<file path="config.mk">
export PLATFORM = sky130hd
export DESIGN_NAME = keyed_cooldown_rate_limiter
export DESIGN_NICKNAME = d
export VERILOG_FILES = /design/src/rtl/kcrl_pkg.sv /design/src/rtl/kcrl_ctrl.sv /design/src/rtl/kcrl_dp.sv /design/src/rtl/keyed_cooldown_rate_limiter.sv
export SDC_FILE = /design/constraint.sdc
export NUM_CORES = 2
export LEC_CHECK = 0
export BUFFER_PORTS_ARGS = -buffer_cell sky130_fd_sc_hd__buf_2
export CAP_MARGIN = 20
export CELL_PAD_IN_SITES_DETAIL_PLACEMENT = 2
export CELL_PAD_IN_SITES_GLOBAL_PLACEMENT = 2
export CORE_MARGIN = 2
export CORE_UTILIZATION = 54
export DETAILED_ROUTE_END_ITERATION = 12
export GPL_ROUTABILITY_DRIVEN = 0
export MAX_ROUTING_LAYER = met4
export PLACE_DENSITY = 0.92
export SYNTH_ARGS = -nofsm -noshare
export SYNTH_HDL_FRONTEND = slang
export SYNTH_SLANG_ARGS = --single-unit
export TNS_END_PERCENT = 50
</file>
<file path="constraint.sdc">
create_clock -name clk -period 18.1 [get_ports clk]
set_input_delay 0.905 -clock clk [delete_from_list [all_inputs] [get_ports clk]]
set_output_delay 0.905 -clock clk [all_outputs]
set_load 0.1 [all_outputs]
</file>
<file path="src/rtl/kcrl_pkg.sv">
// ----------------------------------------------------------------------------
// kcrl_pkg
// shared widths, defaults and controller/datapath interface types for the
// keyed cooldown rate limiter
// ----------------------------------------------------------------------------
package kcrl_pkg;

  localparam int ENTRIES_DEF  = 16;
  localparam int KEY_BITS_DEF = 64;

  localparam int KEY_IN_W = 64;
  localparam int COOL_W   = 32;
  localparam int TIME_W   = 64;

  // commands from controller to datapath
  typedef struct packed {
    logic load;      // capture the input item, restart the scan
    logic step;      // advance the scan by one entry
    logic stamp_wr;  // refresh the stamp of the entry just compared
    logic insert;    // write key and time into the round-robin slot
    logic res_set;   // capture the decision
    logic res_val;
    logic out_load;  // move the decision into the output register
  } kcrl_cmd_t;

  // status from datapath to controller
  typedef struct packed {
    logic trivial;   // empty key or zero cooldown
    logic match;     // compared entry is valid and holds the key
    logic cooling;   // stored stamp is within the cooldown
    logic last;      // compared entry is the final one
  } kcrl_sts_t;

endpackage

</file>
<file path="src/rtl/kcrl_ctrl.sv">
// ----------------------------------------------------------------------------
// kcrl_ctrl
// sequencer: accepts an item, walks the table one entry a cycle, issues the
// table update and hands the decision to the output register
// ----------------------------------------------------------------------------
module kcrl_ctrl (
  input  logic              clk,
  input  logic              rst,
  input  logic              in_valid,
  output logic              in_ready,
  output logic              out_valid,
  input  logic              out_ready,
  input  kcrl_pkg::kcrl_sts_t sts,
  output kcrl_pkg::kcrl_cmd_t cmd
);
  import kcrl_pkg::*;

  localparam logic [1:0] ST_IDLE = 2'd0;
  localparam logic [1:0] ST_SCAN = 2'd1;
  localparam logic [1:0] ST_DONE = 2'd2;

  logic [1:0] state;
  logic [1:0] state_next;
  logic       out_free;

  assign out_free = !out_valid || out_ready;
  assign in_ready = (state == ST_IDLE);

  always_comb begin
    state_next = state;
    cmd        = '0;
    unique case (state)
      ST_IDLE: begin
        if (in_valid) begin
          cmd.load   = 1'b1;
          state_next = ST_SCAN;
        end
      end
      ST_SCAN: begin
        priority if (sts.trivial) begin
          cmd.res_set = 1'b1;
          state_next  = ST_DONE;
        end else if (sts.match) begin
          cmd.res_set  = 1'b1;
          cmd.res_val  = sts.cooling;
          cmd.stamp_wr = !sts.cooling;
          state_next   = ST_DONE;
        end else if (sts.last) begin
          cmd.res_set = 1'b1;
          cmd.insert  = 1'b1;
          state_next  = ST_DONE;
        end else begin
          cmd.step = 1'b1;
        end
      end
      ST_DONE: begin
        if (out_free) begin
          cmd.out_load = 1'b1;
          state_next   = ST_IDLE;
        end
      end
      default: begin
        state_next = ST_IDLE;
      end
    endcase
  end

  always_ff @(posedge clk) begin
    if (rst) begin
      state     <= ST_IDLE;
      out_valid <= 1'b0;
    end else begin
      state <= state_next;
      if (cmd.out_load) begin
        out_valid <= 1'b1;
      end else if (out_ready) begin
        out_valid <= 1'b0;
      end
    end
  end

endmodule

</file>
<file path="src/rtl/kcrl_dp.sv">
// ----------------------------------------------------------------------------
// kcrl_dp
// datapath: item registers, key and stamp memories, valid bits, insert
// pointer, scan counter, compare logic and result register
// ----------------------------------------------------------------------------
module kcrl_dp #(
  parameter int ENTRIES  = kcrl_pkg::ENTRIES_DEF,
  parameter int KEY_BITS = kcrl_pkg::KEY_BITS_DEF
) (
  input  logic                          clk,
  input  logic                          rst,
  input  logic [kcrl_pkg::KEY_IN_W-1:0] event_key,
  input  logic [kcrl_pkg::COOL_W-1:0]   cooldown,
  input  logic [kcrl_pkg::TIME_W-1:0]   now_time,
  input  kcrl_pkg::kcrl_cmd_t           cmd,
  output kcrl_pkg::kcrl_sts_t           sts,
  output logic                          limited
);
  import kcrl_pkg::*;

  localparam int IDX_W = (ENTRIES > 1) ? $clog2(ENTRIES) : 1;
  localparam logic [IDX_W-1:0] IDX_LAST = IDX_W'(ENTRIES - 1);

  logic [KEY_BITS-1:0] key_mem   [ENTRIES];
  logic [TIME_W-1:0]   stamp_mem [ENTRIES];
  logic [ENTRIES-1:0]  slot_valid;
  logic [IDX_W-1:0]    insert_pointer;

  logic [KEY_BITS-1:0] key_q;
  logic [COOL_W-1:0]   cool_q;
  logic [TIME_W-1:0]   now_q;

  logic [IDX_W-1:0]    rd_idx;
  logic [IDX_W-1:0]    cmp_idx;
  logic                cmp_vld;
  logic [KEY_BITS-1:0] key_rd;
  logic [TIME_W-1:0]   stamp_rd;
  logic                res_q;

  logic [TIME_W-1:0]   elapsed;
  logic                not_back;

  assign elapsed  = now_q - stamp_rd;
  assign not_back = (now_q >= stamp_rd);

  assign sts.trivial = (key_q == '0) || (cool_q == '0);
  assign sts.match   = cmp_vld && slot_valid[cmp_idx] && (key_rd == key_q);
  assign sts.cooling = not_back && (elapsed < {{(TIME_W-COOL_W){1'b0}}, cool_q});
  assign sts.last    = cmp_vld && (cmp_idx == IDX_LAST);

  // one read a cycle, compared in the cycle after
  always_ff @(posedge clk) begin
    key_rd   <= key_mem[rd_idx];
    stamp_rd <= stamp_mem[rd_idx];
    if (cmd.insert) begin
      key_mem[insert_pointer]   <= key_q;
      stamp_mem[insert_pointer] <= now_q;
    end else if (cmd.stamp_wr) begin
      stamp_mem[cmp_idx] <= now_q;
    end
  end

  always_ff @(posedge clk) begin
    if (cmd.load) begin
      key_q  <= event_key[KEY_BITS-1:0];
      cool_q <= cooldown;
      now_q  <= now_time;
    end
    if (cmd.res_set) begin
      res_q <= cmd.res_val;
    end
    if (cmd.out_load) begin
      limited <= res_q;
    end
  end

  always_ff @(posedge clk) begin
    if (rst) begin
      slot_valid     <= '0;
      insert_pointer <= '0;
      rd_idx         <= '0;
      cmp_idx        <= '0;
      cmp_vld        <= 1'b0;
    end else begin
      if (cmd.load) begin
        rd_idx  <= '0;
        cmp_vld <= 1'b0;
      end else if (cmd.step) begin
        rd_idx  <= (rd_idx == IDX_LAST) ? '0 : rd_idx + 1'b1;
        cmp_idx <= rd_idx;
        cmp_vld <= 1'b1;
      end
      if (cmd.insert) begin
        slot_valid[insert_pointer] <= 1'b1;
        insert_pointer <= (insert_pointer == IDX_LAST) ? '0 : insert_pointer + 1'b1;
      end
    end
  end

endmodule

</file>
<file path="src/rtl/keyed_cooldown_rate_limiter.sv">
// sequence per item: a table read, then a compare of each table entry in turn
// with the decision captured on a hit or on the last entry, then the result is
// presented; an empty key or a zero cooldown is decided before any compare
// no new item is accepted until the previous decision has moved into the output
// register, so a stalled result holds input
// reset: synchronous rst clears valid bits, insert pointer and control state
// ----------------------------------------------------------------------------
// keyed_cooldown_rate_limiter
// suppresses repeats of an event key that arrive within their cooldown,
// tracking recent keys in a small round-robin table
// ----------------------------------------------------------------------------
module keyed_cooldown_rate_limiter #(
  parameter int ENTRIES  = kcrl_pkg::ENTRIES_DEF,
  parameter int KEY_BITS = kcrl_pkg::KEY_BITS_DEF
) (
  input  logic                          clk,
  input  logic                          rst,
  input  logic                          in_valid,
  output logic                          in_ready,
  input  logic [kcrl_pkg::KEY_IN_W-1:0] event_key,
  input  logic [kcrl_pkg::COOL_W-1:0]   cooldown,
  input  logic [kcrl_pkg::TIME_W-1:0]   now_time,
  output logic                          out_valid,
  input  logic                          out_ready,
  output logic                          limited
);
  import kcrl_pkg::*;

  kcrl_cmd_t cmd;
  kcrl_sts_t sts;

  kcrl_ctrl u_ctrl (
    .clk       (clk),
    .rst       (rst),
    .in_valid  (in_valid),
    .in_ready  (in_ready),
    .out_valid (out_valid),
    .out_ready (out_ready),
    .sts       (sts),
    .cmd       (cmd)
  );

  kcrl_dp #(
    .ENTRIES  (ENTRIES),
    .KEY_BITS (KEY_BITS)
  ) u_dp (
    .clk       (clk),
    .rst       (rst),
    .event_key (event_key),
    .cooldown  (cooldown),
    .now_time  (now_time),
    .cmd       (cmd),
    .sts       (sts),
    .limited   (limited)
  );

endmodule

</file>
==> results of run 1 <==
==> cell usage after synthesis, types with 4 or more instances <==
| master | n | area share |
|---|---|---|
| edfxtp_1 | 2210 | 0.72 |
| mux4_2 | 645 | 0.16 |
| dfxtp_1 | 160 | 0.035 |
| clkbuf_1 | 133 | 0.0054 |
| inv_1 | 116 | 0.0047 |
| nor2_1 | 114 | 0.0046 |
| a21oi_1 | 112 | 0.0061 |
| nand2_1 | 112 | 0.0046 |
| ha_1 | 100 | 0.014 |
| o21ai_0 | 74 | 0.0040 |
| xnor2_1 | 58 | 0.0055 |
| nand4_1 | 57 | 0.0039 |
| nor4_1 | 48 | 0.0033 |
| xor2_1 | 39 | 0.0037 |
| buf_1 | 30 | 0.0012 |
| nand3_1 | 30 | 0.0016 |
| nor3_1 | 20 | 0.0011 |
| buf_2 | 19 | 0.0010 |
| a21o_1 | 18 | 0.0015 |
| o21a_1 | 18 | 0.0015 |
| a31oi_1 | 16 | 0.0011 |
| o22ai_1 | 16 | 0.0011 |
| mux2i_1 | 14 | 0.0015 |
| nand2b_1 | 14 | 0.00095 |
| and2_1 | 12 | 0.00081 |
| o211ai_1 | 12 | 0.00098 |
| a211oi_1 | 8 | 0.00065 |
| nor2b_1 | 8 | 0.00054 |
| and3_1 | 7 | 0.00047 |
| a21boi_0 | 6 | 0.00049 |
| clkbuf_8 | 6 | 0.00089 |
| o31ai_1 | 6 | 0.00049 |
| a21oi_2 | 5 | 0.00047 |
| and4_1 | 5 | 0.00047 |
| or2_2 | 5 | 0.00034 |
| a211o_1 | 4 | 0.00038 |
| a31o_2 | 4 | 0.00038 |
| and2b_2 | 4 | 0.00038 |
| and3_2 | 4 | 0.00033 |
| o2111ai_1 | 4 | 0.00038 |
| o21ba_2 | 4 | 0.00043 |
| o21bai_1 | 4 | 0.00033 |
==> stage by stage <==
stage / std cells / hold slack (ns) / area (µm²) / worst slack (ns)
after floorplan: 4363 / 0.400 / 92400 / 9.15
after global placement: 6635 / 0.442 / 96100 / 11.01
==> cells by family after synthesis <==
kind of cell	after synthesis	synth area share
adders and majority gates	101	0.0138
DFF	2370	0.753
AOI/OAI and AO/OA	360	0.0253
buffers and inverters	310	0.0137
xor gates and xnor gates	97	0.00920
and+or+nand+nor	462	0.0257
muxes	663	0.159
==> results.md, run 1 <==
* Outcome: aborted with a tool error
* Stop stage: 3_5_place_dp
* Err: [ERROR DPL-0033] detailed placement checks failed during check placement.
* Synth Warn # at 0
* Post-synth EDFFs at 2,210
* Initial core utilization at 0.545
* Die Y at 418 µm
* PortBufs at 166
* Sequential fraction of the synthesis area at 0.753
* Rows at 151
* Ys flop type: edfxtp_1
* Mapped Cells at 4,363
* Mapped Area at 92,400 µm²
* Mapped Nets at 4,628
* Die X at 418 µm
* Yosys reg bits at 2,370
* Post-DP HPWL at 206 mm
* Async set-reset flop share out of synthesis at 0
* Mean Syn Cell Area at 21.2 µm²
* Top Ports at 167
* Yosys cell types at 96
==> inputs of run 2 (changes only) <==
CELL_PAD_IN_SITES_DETAIL_PLACEMENT = default   (was 2)
CELL_PAD_IN_SITES_GLOBAL_PLACEMENT = default   (was 2)
CORE_UTILIZATION = 40   (was 54)
MAX_ROUTING_LAYER = default   (was met4)
PLACE_DENSITY = default   (was 0.92)
PLACE_DENSITY_LB_ADDON = 0.15   (was default)
==> run 2 against run 1 <==
  * Synthesized cell count unchanged
  * Area after synthesis unchanged
  * The flow now finishes without violations
==> results.md, run 2 <==
* Share of cells above drive strength 1 at 0.281
* Antenna-violating nets left at 0
* Switch share at 0.212
* Peak supply drop at 79.1 µV
* R2R Path Start: u_dp.now_q[0]
* Max_slew headroom at 0.222
* Yosys cell types at 96
* Nature of the critical path endpoint: flop
* Tmin final at 7.47 ns
* Clock-pin transition on the worst setup and hold timing paths at 0.06 ns
* Area grow syn2layout at 14.6%
* First-pass DRT Iterations at 5
* Type of the worst setup path: reg2reg
* CP max FO at 37
* Clock group share of total power at 0.443
* Internal power at 9.40 mW
* Most frequent cells in the layout: edfxtp_1 (2,210), mux4_2 (645), clkbuf_16 (282)
* Sequential power share at 0.514
* CTS Sinks at 2,370
* TritonCTS clock tree: built
* Largest regs: u_dp.key_mem: 1024 flops, u_dp.stamp_mem: 1024 flops
* Synth top area share at 0.718
* Commonest non-fill, non-tap cell in the layout: edfxtp_1
* Final WL at 243 mm
* Pin count of the biggest net entering global routing at 139
* Synth Warn # at 0
* Final Setup Violations at 0
* Nets at 4,978
* Share of total power in combinational logic at 0.042
* Cell taking the most area after synthesis: edfxtp_1
* Vias/cell at 5.71
* Initial core utilization at 0.402
* First-pass GRT wire length at 347 mm
* Slew @ Worst Pin at 1.16 ns
* Antenna violations before repair at 13
* Grt total ovfl at 0
* Mapped Nets at 4,628
* Top cells by count, synth: edfxtp_1 (2,210), mux4_2 (645), dfxtp_1 (160)
* Die Y at 485 µm
* Unrepaired setup endpoints after global routing: false
* CP required at 18.61 ns
* Async set-reset flop share out of synthesis at 0
* Max-slew violations at 0
* Sw Pwr at 2.53 mW
* PortBufs at 166
* Largest cells by area after synthesis: edfxtp_1 (72%), mux4_2 (16%), dfxtp_1 (3.5%), ha_1 (1.4%), a21oi_1 (0.61%)
* Fmax at 134 MHz
* Layout Skew at 0.0888 ns
* Clk_lat worst skew at 0.93 ns
* Type of the worst min-delay path: in2reg
* Vias in the first global route at 46,300
* Root Driver: clkbuf_16
* Cts repair resizes at 0
* Max Cap Viol at 0
* GRT Overall Usage at 0.206
* Post-CTS setup buffers at 0
* Final period utilization at 0.412
* Mapped Cells at 4,363
* Yosys reg bits at 2,370
* H-tree lvl count at 5
* Die Area at 235,000 µm²
* CTS Buf Count at 276
* CTS Hold Buffers Added at 0
* Ys flop type: edfxtp_1
* Hold Fails Final Rpt at 0
* DRC at 0
* DR WL/cell at 30.6 µm
* Lkg Pwr at 33.1 nW
* Crit path launch: u_dp.now_q[0]
* Top-count cell post-synth: edfxtp_1
* Top Ports at 167
* Sequential fraction of the synthesis area at 0.753
* Critical Path Source Type: flop
* Hold_sp: now_time[32]
* Clock buffer depth at 4
* Mean Syn Cell Area at 21.2 µm²
* Core ar. at 230,000 µm²
* Outcome: finished clean
* Crit path arrival time at 7.98 ns
* Drt first-iter violations at 4,840
* Mapped Area at 92,400 µm²
* Vias at 45,300
* Non-Filler Instances at 7,939
* PwrDens at 113 nW/µm²
* TNS Setup at 0 ns
* Post-DP HPWL at 138 mm
* Post-placement cell count at 7,460
* Die X at 485 µm
* Post-synth EDFFs at 2,210
* Rows at 176
[run 2: path summary, 6_finish.rpt]
kind | to | slack, ns | cells past startpoint
max | u_dp.stamp_mem[15][32] | 10.63 | 24
min | u_dp.now_q[32] | 0.15 | 1
max reg2reg | u_dp.stamp_mem[15][32] | 10.63 | 24
min reg2reg | u_dp.slot_valid[15] | 0.46 | 2
[run 2: area by class of cell]
cell class | count | area (µm²)
Inverter | 116 | 435
Timing Repair Buffer | 266 | 1680
Tap cell | 3026 | 3790
Fill cell | 19300 | 124000
Multi-Input combinational cell | 1683 | 21900
Clock buffer | 360 | 7510
Clock inverter | 111 | 1010
Antenna cell | 7 | 17.5
Sequential cell | 2370 | 69600
[run 2: critical path, cell delays in order (launching register included)]
cell	delay, ns
edfxtp_1	0.67
inv_1	0.12
ha_1	0.24
fa_1	0.41
and2b_2	0.26
o21bai_2	0.10
a211oi_1	0.37
o21bai_1	0.27
o21ai_0	0.45
xor2_1	0.19
ha_1	0.25
nand4_1	0.17
nor2_1	0.08
a22oi_1	0.17
o311ai_0	0.15
a2111oi_0	0.51
nand4_1	0.17
nor3_1	0.14
and4_2	0.24
nand4_2	0.10
nor4_4	0.38
buf_4	0.49
o22ai_4	0.30
buf_4	0.34
buf_4	0.37
[run 2: power by group through the flow]
stage / Combinational (mW) / Sequential [mW] / Clock [mW]
floorplan: 0.341 / 6.20 / 0
global placement: 0.509 / 6.25 / 0
detailed placement: 0.508 / 6.26 / 0
CTS: 0.511 / 6.14 / 5.41
global route: 0.547 / 6.15 / 5.62
finish: 0.507 / 6.14 / 5.29
[run 2: cells by family after synthesis]
logic type      after synthesis  share of synthesized area
compound gates              360                     0.0253
xor+xnor                     97                    0.00920
fa+ha+maj                   101                     0.0138
buf+inv                     310                     0.0137
flops                      2370                      0.753
mux                         663                      0.159
simple gates                462                     0.0257
[run 2: per-stage QoR]
stage	hold WS, ns	area [µm²]	worst slack [ns]	total power [mW]	utilization
after floorplan	0.400	92400	9.15	6.54	-
after global placement	0.446	97300	10.91	6.76	0.423
after detailed placement	0.452	97300	10.80	6.76	0.423
after CTS	0.0674	106000	10.72	12.1	0.460
after global routing	0.0929	106000	10.15	12.3	0.461
final	0.147	106000	10.63	11.9	0.461
[run 2: per-layer routing]
layer,track usage,part of all wire,vias up
li1,-,-,18900
met1,0.311,0.46,24600
met2,0.313,0.46,1468
met3,0.0288,0.052,339
met4,0.0582,0.025,2
met5,0,0.000049,-
No activity file was read; power rests on OpenSTA's default activity.
